## src/rtl/core/szaq_pkg.sv

```systemverilog
// Shared types, codes and constants of the sensor zone alarm qualifier.
package szaq_pkg;

  localparam int CFG_W   = 19;
  localparam int THR_W   = 11;
  localparam int DEB_W   = 5;
  localparam int EN_W    = 2;
  localparam int HIT_W   = 4;
  localparam int MAG_W   = 12;
  localparam int TEMP_W  = 12;
  localparam int PROX_W  = 10;
  localparam int ALS_W   = 16;
  localparam int IR_W    = 10;
  localparam int ACC_W   = 16;
  localparam int AXIS_W  = 11;
  localparam int VAL_W   = 17;

  localparam int PROD_W  = 31;
  localparam int SUM_W   = 32;
  localparam int RAD_W   = 46;
  localparam int ROOT_W  = 23;
  localparam int SREM_W  = 25;
  localparam int TNUM_W  = 24;
  localparam int DIV_W   = 23;
  localparam int TQ_PROD_W = 42;
  localparam int TQ_SHIFT  = 30;
  localparam int MAG_SHIFT = 11;

  localparam int SQ_STEPS   = 4;
  localparam int ROOT_STEPS = 23;

  localparam logic [THR_W-1:0]  THR_MAX    = 11'd2000;
  localparam logic [DEB_W-1:0]  DEB_MIN    = 5'd1;
  localparam logic [DEB_W-1:0]  DEB_MAX    = 5'd20;
  localparam logic [DEB_W-1:0]  DEB_RESET  = 5'd2;
  localparam logic [EN_W-1:0]   EN_RESET   = 2'b11;
  localparam logic [CFG_W-1:0]  ZONE0_RESET = 19'd327710;
  localparam logic [CFG_W-1:0]  ZONE3_RESET = 19'd393366;
  localparam logic [MAG_W-1:0]  MAG_MAX    = 12'd2772;

  localparam logic [13:0]        MAG_SCALE   = 14'd10000;
  // divide by 3268 as a divide by 4, then multiply by ceil(2^30 / 817) and shift
  localparam logic [20:0]        TQ_RECIP    = 21'd1314250;
  localparam logic signed [TNUM_W-1:0] TEMP_GAIN   = 24'sd100;
  localparam logic signed [TNUM_W-1:0] TEMP_OFFSET = 24'sd817000;
  localparam logic [23:0]        AXIS_GAIN   = 24'd100;

  localparam logic [1:0] SRC_NONE   = 2'd0;
  localparam logic [1:0] SRC_LIGHT  = 2'd1;
  localparam logic [1:0] SRC_MOTION = 2'd2;
  localparam logic [1:0] SRC_BAD    = 2'd3;

  localparam logic [1:0] CMP_LT = 2'd1;
  localparam logic [1:0] CMP_EQ = 2'd2;

  localparam logic [2:0] CH_PROX = 3'd0;
  localparam logic [2:0] CH_ALS  = 3'd1;
  localparam logic [2:0] CH_AX   = 3'd1;
  localparam logic [2:0] CH_AY   = 3'd2;
  localparam logic [2:0] CH_AZ   = 3'd3;
  localparam logic [2:0] CH_TEMP = 3'd4;

  localparam logic [1:0] AXIS_X = 2'd0;
  localparam logic [1:0] AXIS_Y = 2'd1;

  localparam logic EN_BIT_LIGHT  = 1'b0;
  localparam logic EN_BIT_MOTION = 1'b1;

  typedef struct packed {
    logic             enable;
    logic [1:0]       source;
    logic [2:0]       channel;
    logic [1:0]       compare;
    logic [THR_W-1:0] threshold;
  } zone_set_t;

  typedef struct packed {
    logic       load;
    logic       sq_mul;
    logic       sq_acc;
    logic [1:0] sq_sel;
    logic       scale;
    logic       root_step;
    logic       eval;
  } szaq_cmd_t;

  typedef struct packed {
    logic out_full;
  } szaq_sts_t;

  function automatic zone_set_t zone_reset_value(input int z);
    zone_set_t v;
    v = zone_set_t'(ZONE0_RESET);
    if (z == 0) begin
      v = zone_set_t'(ZONE0_RESET);
    end else if (z == 3) begin
      v = zone_set_t'(ZONE3_RESET);
    end else begin
      v = zone_set_t'({CFG_W{1'b0}});
    end
    return v;
  endfunction

endpackage

```

## src/rtl/core/szaq_cfg.sv

```systemverilog
// Configuration register file with write-time saturation of fields.
module szaq_cfg #(
  parameter int ZONE_COUNT = 4,
  parameter int IDX_W      = 3
) (
  input  logic                                   clk,
  input  logic                                   rst_n,
  input  logic                                   cfg_valid,
  output logic                                   cfg_ready,
  input  logic [IDX_W-1:0]                       cfg_index,
  input  logic [szaq_pkg::CFG_W-1:0]             cfg_data,
  output szaq_pkg::zone_set_t [ZONE_COUNT-1:0]   zone_set,
  output logic [szaq_pkg::DEB_W-1:0]             hit_debounce,
  output logic [szaq_pkg::EN_W-1:0]              sensor_enables
);
  import szaq_pkg::*;

  localparam logic [IDX_W-1:0] IDX_DEB = IDX_W'(ZONE_COUNT);
  localparam logic [IDX_W-1:0] IDX_EN  = IDX_W'(ZONE_COUNT + 1);

  zone_set_t [ZONE_COUNT-1:0] zone_r;
  logic [DEB_W-1:0]           deb_r;
  logic [EN_W-1:0]            en_r;
  logic                       wr;
  zone_set_t                  zone_clean;
  logic [DEB_W-1:0]           deb_clean;

  assign cfg_ready = 1'b1;
  assign wr        = cfg_valid && cfg_ready;

  always_comb begin
    zone_clean = zone_set_t'(cfg_data);
    if (zone_clean.threshold > THR_MAX) begin
      zone_clean.threshold = THR_MAX;
    end
    if (zone_clean.source == SRC_BAD) begin
      zone_clean.source = SRC_MOTION;
    end
    deb_clean = cfg_data[DEB_W-1:0];
    if (deb_clean < DEB_MIN) begin
      deb_clean = DEB_MIN;
    end else if (deb_clean > DEB_MAX) begin
      deb_clean = DEB_MAX;
    end
  end

  always_ff @(posedge clk) begin
    if (!rst_n) begin
      for (int z = 0; z < ZONE_COUNT; z++) begin
        zone_r[z] <= zone_reset_value(z);
      end
      deb_r <= DEB_RESET;
      en_r  <= EN_RESET;
    end else if (wr) begin
      for (int z = 0; z < ZONE_COUNT; z++) begin
        if (cfg_index == IDX_W'(z)) begin
          zone_r[z] <= zone_clean;
        end
      end
      if (cfg_index == IDX_DEB) begin
        deb_r <= deb_clean;
      end
      if (cfg_index == IDX_EN) begin
        en_r <= cfg_data[EN_W-1:0];
      end
    end
  end

  assign zone_set       = zone_r;
  assign hit_debounce   = deb_r;
  assign sensor_enables = en_r;

endmodule

```

## src/rtl/core/szaq_ctrl.sv

```systemverilog
// Sequencing state machine: square, scale, root and evaluate phases.
module szaq_ctrl (
  input  logic                  clk,
  input  logic                  rst_n,
  input  logic                  in_valid,
  input  logic                  in_mode,
  input  szaq_pkg::szaq_sts_t   sts,
  output logic                  in_stall,
  output szaq_pkg::szaq_cmd_t   cmd
);
  import szaq_pkg::*;

  typedef enum logic [2:0] {
    S_IDLE,
    S_SQUARE,
    S_SCALE,
    S_ROOT,
    S_EVAL
  } state_t;

  localparam logic [4:0] SQ_LAST   = 5'(SQ_STEPS - 1);
  localparam logic [4:0] ROOT_LAST = 5'(ROOT_STEPS - 1);

  state_t     state_r;
  logic [4:0] cnt_r;

  always_ff @(posedge clk) begin
    if (!rst_n) begin
      state_r <= S_IDLE;
      cnt_r   <= '0;
    end else begin
      unique case (state_r)
        S_IDLE: begin
          cnt_r <= '0;
          if (in_valid) begin
            state_r <= in_mode ? S_SQUARE : S_EVAL;
          end
        end
        S_SQUARE: begin
          if (cnt_r == SQ_LAST) begin
            state_r <= S_SCALE;
            cnt_r   <= '0;
          end else begin
            cnt_r <= cnt_r + 5'd1;
          end
        end
        S_SCALE: begin
          state_r <= S_ROOT;
          cnt_r   <= '0;
        end
        S_ROOT: begin
          if (cnt_r == ROOT_LAST) begin
            state_r <= S_EVAL;
            cnt_r   <= '0;
          end else begin
            cnt_r <= cnt_r + 5'd1;
          end
        end
        S_EVAL: begin
          if (!sts.out_full) begin
            state_r <= S_IDLE;
          end
        end
        default: begin
          state_r <= S_IDLE;
        end
      endcase
    end
  end

  always_comb begin
    cmd           = '0;
    cmd.load      = (state_r == S_IDLE) && in_valid;
    cmd.sq_mul    = (state_r == S_SQUARE) && (cnt_r != SQ_LAST);
    cmd.sq_acc    = (state_r == S_SQUARE) && (cnt_r != 5'd0);
    cmd.sq_sel    = cnt_r[1:0];
    cmd.scale     = (state_r == S_SCALE);
    cmd.root_step = (state_r == S_ROOT);
    cmd.eval      = (state_r == S_EVAL) && !sts.out_full;
  end

  assign in_stall = (state_r != S_IDLE);

endmodule

```

## src/rtl/core/szaq_dp.sv

```systemverilog
// Datapath: capture, sum of squares, scaling, root and divide units, zone evaluation.
module szaq_dp #(
  parameter int ZONE_COUNT = 4
) (
  input  logic                                  clk,
  input  logic                                  rst_n,
  input  szaq_pkg::szaq_cmd_t                   cmd,
  output szaq_pkg::szaq_sts_t                   sts,
  input  szaq_pkg::zone_set_t [ZONE_COUNT-1:0]  zone_set,
  input  logic [szaq_pkg::DEB_W-1:0]            hit_debounce,
  input  logic [szaq_pkg::EN_W-1:0]             sensor_enables,
  input  logic                                  in_mode,
  input  logic [szaq_pkg::PROX_W-1:0]           in_proximity,
  input  logic [szaq_pkg::ALS_W-1:0]            in_ambient_light,
  input  logic [szaq_pkg::IR_W-1:0]             in_infrared,
  input  logic signed [szaq_pkg::ACC_W-1:0]     in_accel_x,
  input  logic signed [szaq_pkg::ACC_W-1:0]     in_accel_y,
  input  logic signed [szaq_pkg::ACC_W-1:0]     in_accel_z,
  input  logic signed [szaq_pkg::ACC_W-1:0]     in_temp_sample,
  output logic                                  out_valid,
  input  logic                                  out_stall,
  output logic [szaq_pkg::HIT_W-1:0]            out_zone_hits,
  output logic [szaq_pkg::MAG_W-1:0]            out_magnitude_x100,
  output logic signed [szaq_pkg::TEMP_W-1:0]    out_temperature_x10
);
  import szaq_pkg::*;

  localparam int PW = (ZONE_COUNT > HIT_W) ? ZONE_COUNT : HIT_W;

  logic                     mode_r;
  logic [PROX_W-1:0]        prox_r;
  logic [ALS_W-1:0]         als_r;
  logic [IR_W-1:0]          ir_r;
  logic signed [ACC_W-1:0]  ax_r;
  logic signed [ACC_W-1:0]  ay_r;
  logic signed [ACC_W-1:0]  az_r;
  logic signed [ACC_W-1:0]  tr_r;

  logic signed [ACC_W-1:0]  sq_op;
  logic signed [SUM_W-1:0]  sq_prod;
  logic [PROD_W-1:0]        prod_r;
  logic [SUM_W-1:0]         acc_r;

  logic [RAD_W-1:0]         rad_scaled;
  logic [RAD_W-1:0]         rad_r;
  logic [SREM_W-1:0]        srem_r;
  logic [ROOT_W-1:0]        root_r;
  logic [SREM_W+1:0]        srem_sh;
  logic [SREM_W+1:0]        strial;
  logic                     sge;

  logic signed [TNUM_W-1:0] tnum;
  logic [TNUM_W-1:0]        tabs;
  logic                     tneg_r;
  logic [DIV_W-1:0]         tabs_r;
  logic [TQ_PROD_W-1:0]     tq_prod;
  logic [TEMP_W-1:0]        tq_r;

  logic [AXIS_W-1:0]        axa_r;
  logic [AXIS_W-1:0]        aya_r;
  logic [AXIS_W-1:0]        aza_r;

  logic [MAG_W-1:0]         mag_val;
  logic [TEMP_W-1:0]        temp_q;
  logic [TEMP_W-1:0]        temp_val;

  logic [DEB_W-1:0]         hit_cnt_r [ZONE_COUNT];
  logic [DEB_W-1:0]         hit_cnt_nxt [ZONE_COUNT];
  logic signed [VAL_W-1:0]  zval [ZONE_COUNT];
  logic [PW-1:0]            pulse_v;
  logic [1:0]               cur_src;
  logic                     src_en;

  logic                     out_valid_r;
  logic [HIT_W-1:0]         zone_hits_r;
  logic [MAG_W-1:0]         mag_r;
  logic [TEMP_W-1:0]        temp_r;

  function automatic logic [AXIS_W-1:0] axis_scale(input logic signed [ACC_W-1:0] a);
    logic signed [ACC_W:0] a17;
    logic [ACC_W:0]        m17;
    logic [23:0]           p;
    a17 = {a[ACC_W-1], a};
    m17 = a[ACC_W-1] ? (ACC_W + 1)'(-a17) : (ACC_W + 1)'(a17);
    p   = 24'(m17) * AXIS_GAIN;
    return p[MAG_SHIFT+AXIS_W-1:MAG_SHIFT];
  endfunction

  always_ff @(posedge clk) begin
    if (cmd.load) begin
      mode_r <= in_mode;
      prox_r <= in_proximity;
      als_r  <= in_ambient_light;
      ir_r   <= in_infrared;
      ax_r   <= in_accel_x;
      ay_r   <= in_accel_y;
      az_r   <= in_accel_z;
      tr_r   <= in_temp_sample;
    end
  end

  always_comb begin
    unique case (cmd.sq_sel)
      AXIS_X:  sq_op = ax_r;
      AXIS_Y:  sq_op = ay_r;
      default: sq_op = az_r;
    endcase
  end

  assign sq_prod = sq_op * sq_op;

  always_ff @(posedge clk) begin
    if (cmd.sq_mul) begin
      prod_r <= sq_prod[PROD_W-1:0];
    end
    if (cmd.load) begin
      acc_r <= '0;
    end else if (cmd.sq_acc) begin
      acc_r <= acc_r + SUM_W'(prod_r);
    end
  end

  assign rad_scaled = RAD_W'(acc_r) * RAD_W'(MAG_SCALE);
  assign tnum       = $signed({{(TNUM_W - ACC_W){tr_r[ACC_W-1]}}, tr_r}) * TEMP_GAIN
                      + TEMP_OFFSET;
  assign tabs       = tnum[TNUM_W-1] ? TNUM_W'(-tnum) : TNUM_W'(tnum);

  assign srem_sh = {srem_r, rad_r[RAD_W-1:RAD_W-2]};
  assign strial  = {2'b00, root_r, 2'b01};
  assign sge     = (srem_sh >= strial);

  assign tq_prod = TQ_PROD_W'(tabs_r[DIV_W-1:2]) * TQ_PROD_W'(TQ_RECIP);

  always_ff @(posedge clk) begin
    if (cmd.scale) begin
      rad_r  <= rad_scaled;
      srem_r <= '0;
      root_r <= '0;
      tabs_r <= tabs[DIV_W-1:0];
      tneg_r <= tnum[TNUM_W-1];
      axa_r  <= axis_scale(ax_r);
      aya_r  <= axis_scale(ay_r);
      aza_r  <= axis_scale(az_r);
    end else if (cmd.root_step) begin
      rad_r  <= {rad_r[RAD_W-3:0], 2'b00};
      srem_r <= sge ? SREM_W'(srem_sh - strial) : srem_sh[SREM_W-1:0];
      root_r <= {root_r[ROOT_W-2:0], sge};
      tq_r   <= tq_prod[TQ_SHIFT+TEMP_W-1:TQ_SHIFT];
    end
  end

  assign mag_val  = root_r[MAG_SHIFT+MAG_W-1:MAG_SHIFT];
  assign temp_q   = tq_r;
  assign temp_val = tneg_r ? (~temp_q + 12'd1) : temp_q;

  assign cur_src = mode_r ? SRC_MOTION : SRC_LIGHT;
  assign src_en  = mode_r ? sensor_enables[EN_BIT_MOTION] : sensor_enables[EN_BIT_LIGHT];

  always_comb begin
    pulse_v = '0;
    for (int z = 0; z < ZONE_COUNT; z++) begin
      logic             active;
      logic             hit;
      logic [DEB_W-1:0] cnt_inc;
      logic signed [VAL_W-1:0] thr;
      active = src_en && zone_set[z].enable && (zone_set[z].source == cur_src);
      thr    = $signed({{(VAL_W - THR_W){1'b0}}, zone_set[z].threshold});
      if (mode_r) begin
        unique case (zone_set[z].channel)
          CH_AX:   zval[z] = $signed({{(VAL_W - AXIS_W){1'b0}}, axa_r});
          CH_AY:   zval[z] = $signed({{(VAL_W - AXIS_W){1'b0}}, aya_r});
          CH_AZ:   zval[z] = $signed({{(VAL_W - AXIS_W){1'b0}}, aza_r});
          CH_TEMP: zval[z] = $signed({{(VAL_W - TEMP_W){temp_val[TEMP_W-1]}}, temp_val});
          default: zval[z] = $signed({{(VAL_W - MAG_W){1'b0}}, mag_val});
        endcase
      end else if (zone_set[z].channel == CH_PROX) begin
        zval[z] = $signed({{(VAL_W - PROX_W){1'b0}}, prox_r});
      end else if (zone_set[z].channel == CH_ALS) begin
        zval[z] = $signed({{(VAL_W - ALS_W){1'b0}}, als_r});
      end else begin
        zval[z] = $signed({{(VAL_W - IR_W){1'b0}}, ir_r});
      end
      priority if (zone_set[z].compare == CMP_LT) begin
        hit = (zval[z] < thr);
      end else if (zone_set[z].compare == CMP_EQ) begin
        hit = (zval[z] == thr);
      end else begin
        hit = (zval[z] > thr);
      end
      cnt_inc = hit ? (hit_cnt_r[z] + 5'd1) : '0;
      if (!active) begin
        hit_cnt_nxt[z] = hit_cnt_r[z];
      end else if (cnt_inc >= hit_debounce) begin
        hit_cnt_nxt[z] = '0;
        pulse_v[z]     = 1'b1;
      end else begin
        hit_cnt_nxt[z] = cnt_inc;
      end
    end
  end

  always_ff @(posedge clk) begin
    if (!rst_n) begin
      for (int z = 0; z < ZONE_COUNT; z++) begin
        hit_cnt_r[z] <= '0;
      end
    end else if (cmd.eval) begin
      for (int z = 0; z < ZONE_COUNT; z++) begin
        hit_cnt_r[z] <= hit_cnt_nxt[z];
      end
    end
  end

  always_ff @(posedge clk) begin
    if (!rst_n) begin
      out_valid_r <= 1'b0;
    end else if (cmd.eval) begin
      out_valid_r <= 1'b1;
    end else if (out_valid_r && !out_stall) begin
      out_valid_r <= 1'b0;
    end
  end

  always_ff @(posedge clk) begin
    if (cmd.eval) begin
      zone_hits_r <= pulse_v[HIT_W-1:0];
      mag_r       <= mode_r ? mag_val : '0;
      temp_r      <= mode_r ? temp_val : '0;
    end
  end

  assign sts.out_full        = out_valid_r && out_stall;
  assign out_valid           = out_valid_r;
  assign out_zone_hits       = zone_hits_r;
  assign out_magnitude_x100  = mag_r;
  assign out_temperature_x10 = $signed(temp_r);

endmodule

```

## src/rtl/core/sensor_zone_alarm_qualifier_top.sv

```systemverilog
// Top level of the sensor zone alarm qualifier.
//
//   channel | direction | handshake             | payload
//   in      | sink      | in_valid / in_stall   | mode, light readings, motion readings
//   out     | source    | out_valid / out_stall | zone_hits, magnitude_x100, temperature_x10
//   cfg     | sink      | cfg_valid / cfg_ready | cfg_index, cfg_data
//
// A motion item runs, after acceptance, through the sum of squares on the shared
// multiplier, scaling, the bit-pair square root (the temperature reciprocal
// multiply runs alongside) and zone evaluation. A light item goes straight to
// zone evaluation. Reset clears the zone hit counters and loads the register
// defaults. A result waits in the output register; a new item is taken meanwhile
// and holds in evaluation only while that register is still full and stalled.
module sensor_zone_alarm_qualifier_top #(
  parameter int ZONE_COUNT = 4
) (
  input  logic                                clk,
  input  logic                                rst_n,
  input  logic                                in_valid,
  output logic                                in_stall,
  input  logic                                in_mode,
  input  logic [szaq_pkg::PROX_W-1:0]         in_proximity,
  input  logic [szaq_pkg::ALS_W-1:0]          in_ambient_light,
  input  logic [szaq_pkg::IR_W-1:0]           in_infrared,
  input  logic signed [szaq_pkg::ACC_W-1:0]   in_accel_x,
  input  logic signed [szaq_pkg::ACC_W-1:0]   in_accel_y,
  input  logic signed [szaq_pkg::ACC_W-1:0]   in_accel_z,
  input  logic signed [szaq_pkg::ACC_W-1:0]   in_temp_sample,
  output logic                                out_valid,
  input  logic                                out_stall,
  output logic [szaq_pkg::HIT_W-1:0]          out_zone_hits,
  output logic [szaq_pkg::MAG_W-1:0]          out_magnitude_x100,
  output logic signed [szaq_pkg::TEMP_W-1:0]  out_temperature_x10,
  input  logic                                cfg_valid,
  output logic                                cfg_ready,
  input  logic [$clog2(ZONE_COUNT + 2)-1:0]   cfg_index,
  input  logic [szaq_pkg::CFG_W-1:0]          cfg_data
);
  import szaq_pkg::*;

  localparam int IDX_W = $clog2(ZONE_COUNT + 2);

  zone_set_t [ZONE_COUNT-1:0] zone_set;
  logic [DEB_W-1:0]           hit_debounce;
  logic [EN_W-1:0]            sensor_enables;
  szaq_cmd_t                  cmd;
  szaq_sts_t                  sts;

  szaq_cfg #(
    .ZONE_COUNT (ZONE_COUNT),
    .IDX_W      (IDX_W)
  ) u_cfg (
    .clk            (clk),
    .rst_n          (rst_n),
    .cfg_valid      (cfg_valid),
    .cfg_ready      (cfg_ready),
    .cfg_index      (cfg_index),
    .cfg_data       (cfg_data),
    .zone_set       (zone_set),
    .hit_debounce   (hit_debounce),
    .sensor_enables (sensor_enables)
  );

  szaq_ctrl u_ctrl (
    .clk      (clk),
    .rst_n    (rst_n),
    .in_valid (in_valid),
    .in_mode  (in_mode),
    .sts      (sts),
    .in_stall (in_stall),
    .cmd      (cmd)
  );

  szaq_dp #(
    .ZONE_COUNT (ZONE_COUNT)
  ) u_dp (
    .clk                 (clk),
    .rst_n               (rst_n),
    .cmd                 (cmd),
    .sts                 (sts),
    .zone_set            (zone_set),
    .hit_debounce        (hit_debounce),
    .sensor_enables      (sensor_enables),
    .in_mode             (in_mode),
    .in_proximity        (in_proximity),
    .in_ambient_light    (in_ambient_light),
    .in_infrared         (in_infrared),
    .in_accel_x          (in_accel_x),
    .in_accel_y          (in_accel_y),
    .in_accel_z          (in_accel_z),
    .in_temp_sample      (in_temp_sample),
    .out_valid           (out_valid),
    .out_stall           (out_stall),
    .out_zone_hits       (out_zone_hits),
    .out_magnitude_x100  (out_magnitude_x100),
    .out_temperature_x10 (out_temperature_x10)
  );

endmodule

```

## config.mk

```make
export PLATFORM = sky130hd
export DESIGN_NAME = sensor_zone_alarm_qualifier_top
export DESIGN_NICKNAME = d
export VERILOG_FILES = /design/src/rtl/core/szaq_pkg.sv /design/src/rtl/core/szaq_cfg.sv /design/src/rtl/core/szaq_ctrl.sv /design/src/rtl/core/szaq_dp.sv /design/src/rtl/core/sensor_zone_alarm_qualifier_top.sv
export SDC_FILE = /design/constraint.sdc
export NUM_CORES = 2
export LEC_CHECK = 0
export ABC_AREA = 1
export BUFFER_PORTS_ARGS = -buffer_cell sky130_fd_sc_hd__buf_2
export CELL_PAD_IN_SITES_DETAIL_PLACEMENT = 1
export CELL_PAD_IN_SITES_GLOBAL_PLACEMENT = 1
export CORE_AREA = 2 2 336 404
export DETAILED_ROUTE_END_ITERATION = 7
export DIE_AREA = 0 0 338 406
export HOLD_SLACK_MARGIN = 0.06
export PLACE_DENSITY = 0.8
export SLEW_MARGIN = 20
export SYNTH_ARGS = -nofsm -noshare
export SYNTH_HDL_FRONTEND = slang
export SYNTH_SLANG_ARGS = --single-unit
```

## constraint.sdc

```tcl
create_clock -name clk -period 8.5 [get_ports clk]
set_input_delay 0.425 -clock clk [delete_from_list [all_inputs] [get_ports clk]]
set_output_delay 0.425 -clock clk [all_outputs]
set_load 0.05 [all_outputs]
```

### Word-level counts from Yosys, hierarchy flattened

Memories as Yosys holds them, arrays and structs flattened.
Cells that the tools add are included.
W data, S select, Z words.

* bits of input ports: 128
* bits in writable memories: 20
* output and inout bits: 31
* bits in registers: 443
* logic and storage cells: 254
* memories: 1

Memory list
* u_dp.hit_cnt_r: words 4, bits a word 5, read ports 4, clocked after Yosys merged registers in 0, write ports 4, RTL line szaq_dp.sv:67 `logic [DEB_W-1:0] hit_cnt_r [ZONE_COUNT];`

* multipliers: 7
* order comparisons: 16
* bitwise gates (word level): 6
* reduce and logical (&&, ||, !) cells: 37
* equality and inequality tests: 50
* multiplexer cells: 74
* add/sub/neg operators: 13

Operators with widths (number)
* $pmux W17 S4: 4
* $mux W17: 11
* $mux W5: 20
* $mux W46: 2
* $eq A17 B12 Y1: 4
* $gt A17 B12 Y1: 4
* $lt A17 B12 Y1: 4
* $mux W16: 4
* $mul A17 B5 Y20 const B: 3
* $neg A16 Y17: 3
* $mul A32 B10 Y42 const B: 1
* $mul A21 B20 Y41 const B: 1
* $eq A3 B2 Y1 const B: 12
* $add A32 B31 Y32: 1
* $pmux W16 S2: 1
* $mul A16 B16 Y31: 1
* $ge A27 B25 Y1: 1
* $add A5 B1 Y5 const B: 5
* $mux W25: 1
* $sub A25 B25 Y25: 1
* $add A24 B21 Y24 const B: 1
* $mux W23: 1
* $neg A23 Y23: 1
* $mul A16 B6 Y22 const B: 1
* 35 further kinds: 115

### Longest topological paths before layout

* word-level depth: 13
* depth in mapped cells: 34
* mapped depth without buffers: 33

### Cells and area by module

A second synthesis with hierarchy kept.

* cells, all modules: 6385
* area, all modules: 53074.7 um2

Modules (own cells, without submodules)
* szaq_dp: instances 1, seq. area each 10269.8 um2, area each 49468.7 um2, cells an instance 5930
* szaq_cfg: instances 1, seq. area each 1661.6 um2, area each 3011.6 um2, cells an instance 365
* szaq_ctrl: instances 1, seq. area each 160.2 um2, area each 594.3 um2, cells an instance 90

### Least setup slack after synthesis

No wires, ideal clock.

* kind: register to register
* start point: reg u_ctrl.cnt_r[1]
* end point: reg u_dp.prod_r[30], data pin
* path slack: 1327 ps
* arrival time: 6913 ps
* setup time: 260 ps
* path buffers: 2
* stages on the path, launching flop included: 31
* path through: dfxtp_1 inv_1 ha_1 nor2_1 clkbuf_1 nand2_1 o221ai_1 clkbuf_1 nand2_1 inv_1 fa_1 fa_1 inv_1 fa_1 fa_1 inv_1 fa_1 inv_1 fa_1 inv_1 ha_1 a21oi_1 o21ai_0 a21oi_1 nand3_1 nand2_1 nand2_1 nand2_1 nand2_1 a21oi_1 xnor2_1

* longest elaborated chain between the ends: 3

RTL lines
* start: declaration: RTL line szaq_ctrl.sv:25 `logic [4:0] cnt_r;`
* start signal: assignment: RTL line szaq_ctrl.sv:44 `cnt_r <= cnt_r + 5'd1;`
* start signal: assignment: RTL line szaq_ctrl.sv:56 `cnt_r <= cnt_r + 5'd1;`
* $eq A2 B1 Y1 or $logic_not A2 Y1 (tied branches): RTL line szaq_dp.sv:103 `unique case (cmd.sq_sel)`
* $pmux W16 S2 (*): RTL line szaq_dp.sv:103
* $mul A16 B16 Y31 (*): RTL line szaq_dp.sv:110 `assign sq_prod = sq_op * sq_op;`
* via u_dp.sq_prod[30]: RTL line szaq_dp.sv:40 `logic signed [SUM_W-1:0] sq_prod;`
* end signal: assignment: RTL line szaq_dp.sv:114 `prod_r <= sq_prod[PROD_W-1:0];`
* end: declaration: RTL line szaq_dp.sv:41 `logic [PROD_W-1:0] prod_r;`

Mark *: on every way through the listed nets, which the timed path passes. The rest lies on a longest branch.
A chain may end at the register's enable or synchronous reset.

### Worst setup path after layout

* start point: reg u_ctrl.cnt_r[0]
* end point: reg u_dp.prod_r[30], data pin

The elaborated chain is that of the path after synthesis.

==> reports/qor.txt <==
H-tree lvl count -> 2
Setup WS post-layout -> 0.586 ns
Cell mode on critical path -> inv_1
Xor and xnor fraction of the mapped netlist area -> 0.0399
Placed cell areas -> 0.0561 mm²
Via count -> 45000
Layout Nets -> 8060
TritonCTS Buffers -> 57
Clock Root Buffer -> clkbuf_16
Reg2reg end -> u_dp.prod_r[30]
Most frequent cells in the layout -> 1531 x inv_1, 970 x nand2_1, 766 x ha_1
Min Clock Period, post-route -> 7.91 ns
Commonest non-fill, non-tap cell in the layout -> inv_1
CTS tree -> done
Final GP Congestion -> 0.982
Skew final -> 0.0617 ns
Min-Delay Path Depth -> 3
Setup violations, final -> 0
Design Area, Final -> 0.0592 mm²
Fin. max-slew vios -> 0
Syn avg cell area -> 8.26 µm²
RSZ-0062 raised after global routing -> no
Largest net degree at the start of global routing -> 77
Ys async rst share -> 0
DRC errors left -> 0
Routed len/inst -> 19.7 µm
Initial core utilization -> 0.398
Slew HR -> 0.315
Seq/Total Area, Yosys -> 0.228
CP Class -> flip-flop to flip-flop
Reg2Reg Depth -> 33
Slowest cell on the critical path -> a21oi_1
Syn-to-layout area delta -> 11.6%
Pre-CTS setup slack -> 0.248 ns
Port Buffers -> 157
Synth Area in Adders -> 0.359
R2r startpoint -> u_ctrl.cnt_r[0]
Hold_sp -> cfg_data[12]
I/O Pins -> 159
Largest family of logic cells by synthesized area -> adder cells
Core area -> 0.133 mm²
FF-to-FF setup slack -> 0.59 ns
Overall die width -> 338 µm
Predominant post-synthesis flop cell -> edfxtp_1
CP max stage delay -> 0.55 ns
Setup tns final -> 0 ns
Row cnt -> 147
Drt total wl -> 168 mm
Max Cap Viol -> 0
CTS Buffer Depth -> 3
Antenna viol nets, final -> 0
Layout cell share with drive strength beyond 1 -> 0.0555
Critical Path Sink Type -> flip-flop
Clk_lat worst skew -> 0.71 ns
Startpoint Class -> flip-flop
Crit Path Max Fanout -> 15
Synth cell types -> 67
Vias in the first global route -> 49400
First-pass GRT wire length -> 265 mm
Compound-Gate Fraction of Synth Area -> 0.119
Outcome -> complete, no violations
Post-Synth Simple-Gate Area -> 0.137
Die H -> 406 µm
Synth Register Bits -> 460
Clock transition at the registers of the reported paths -> 0.07 ns
Final Hold Viols -> 0
Hold Crit Class -> input pin to flip-flop
Antenna violations before repair -> 7
Final Cycle Share -> 0.931
Worst Hold Endpoint -> u_cfg.zone_set[31]
Pre-antenna DRT Iters -> 7
Slew @ Worst Pin -> 1.02 ns
Syn Std Cell Area -> 0.0530 mm²
Fraction of synthesized area in multiplexers -> 0
GRT Residual Overflow -> 0
DR vias/cell -> 5.27
Die area -> 0.137 mm²
Hold_ws -> 0.106 ns
Clock sinks -> 460
Total GRT Usage -> 0.245
CP arrival -> 8.33 ns
Detailed router's first-iteration violation count -> 2318
Post-synth EDFFs -> 288
Synth warn -> 0
Post-Synthesis Cells -> 6419
Peak Freq -> 0.126 GHz
DP HPWL -> 136 mm
Worst EP required -> 8.91 ns
-- cell families after synthesis --
kind of cell,count (synthesis)
other,1
adder cells (fa/ha/maj),1239
flip-flops,460
buffers and inverters,1657
AO/OA/AOI/OAI,1100
XOR/XNOR,235
AND/OR/NAND/NOR,1727
-- synth_stat cells (8+ instances only) --
master    number  area [µm²]
a211oi_1      12        90.1
a21boi_0       8        60.1
a21o_1        24         180
a21oi_1      382        1910
a221oi_1      20         175
a22oi_1       10        75.1
a31oi_1       51         319
clkbuf_1      96         360
dfxtp_1      172        3440
edfxtp_1     288        8650
fa_1         473        9470
ha_1         766        9580
inv_1       1533        5750
inv_2         10        37.5
nand2_1      971        3640
nand2_2        8        50.1
nand3_1      194         971
nand3b_1      13        97.6
nand4_1       44         275
nor2_1       370        1390
nor3_1        67         335
nor4_1        17         106
o211ai_1      50         375
o21a_1        21         158
o21ai_0      360        1800
o21ai_1       13        65.1
o21bai_1      19         143
o221ai_1      11        96.3
o22ai_1       77         482
o31ai_1       17         128
or2_2         12        75.1
xnor2_1       77         674
xor2_1       152        1330
-- critical path: cells and delay by family (launching register included) --
kind                     cells  cell delay [ns]
buffers and inverters       11             1.21
flip-flops                   1             0.39
XOR/XNOR                     1             0.12
adder cells (fa/ha/maj)      8             3.71
AO/OA/AOI/OAI                6             1.48
AND/OR/NAND/NOR              7             0.68
-- how the worst max path moves through the flow --
stage / startpoint / to / slack, ns / depth (start not counted)
finish: u_ctrl.cnt_r[0] / u_dp.prod_r[30] / 0.59 / 33
CTS: u_ctrl.cnt_r[1] / u_dp.prod_r[30] / 0.25 / 27
detailed placement: u_ctrl.cnt_r[0] / u_dp.prod_r[30] / 0.25 / 27
floorplan: u_ctrl.cnt_r[1] / u_dp.prod_r[30] / 1.33 / 30
global route: u_ctrl.cnt_r[0] / u_dp.prod_r[30] / 0.11 / 29
global placement: u_ctrl.cnt_r[1] / u_dp.prod_r[30] / 0.50 / 29
-- per-layer routing --
metal | up-vias | GRT usage | routed length [µm]
met5 | - | 0 | 18
met4 | 2 | 0.107 | 7920
met3 | 379 | 0.0276 | 6920
met2 | 1114 | 0.443 | 84600
met1 | 22300 | 0.291 | 68700
li1 | 21200 | - | -
-- timing repair --
action / in CTS / in global routing
hold endpoints to repair: 119 / 0
endpoints found under the setup margin: 0 / 4
hold buffers: 111 / 0
setup buffers: 0 / 2
gates resized for setup: 0 / 2
-- sequential cells by signal (all words and copies together) (netlist names), 16 cells and up --
signal          count
u_cfg.zone_set     76
u_dp.rad_r         42
u_dp.acc_r         32
u_dp.prod_r        30
u_dp.srem_r        25
u_dp.root_r        23
u_dp.tabs_r        21
u_dp.hit_cnt_r     20
u_dp.als_r         16
u_dp.ax_r          16
u_dp.ay_r          16
u_dp.az_r          16
u_dp.tr_r          16
-- metrics by stage --
step | instances | utilization
floorplan | 6422 | -
global placement | 8309 | 0.420
detailed placement | 8309 | 0.420
CTS | 8528 | 0.444
global route | 8535 | 0.444
finish | 8535 | 0.444
-- final cells by class --
class | count | area (µm²)
clock buffers | 77 | 1620
fillers | 16100 | 74200
multi-input cells | 4305 | 34700
flip-flops and latches | 460 | 12100
well taps | 1788 | 2240
repair buffers | 319 | 2280
diodes | 5 | 12.5
inverters | 1550 | 5830
clock inverters | 31 | 365
Power is not shown: default switching activity piles up to over one toggle a cycle in this logic, so the estimate is an artifact.
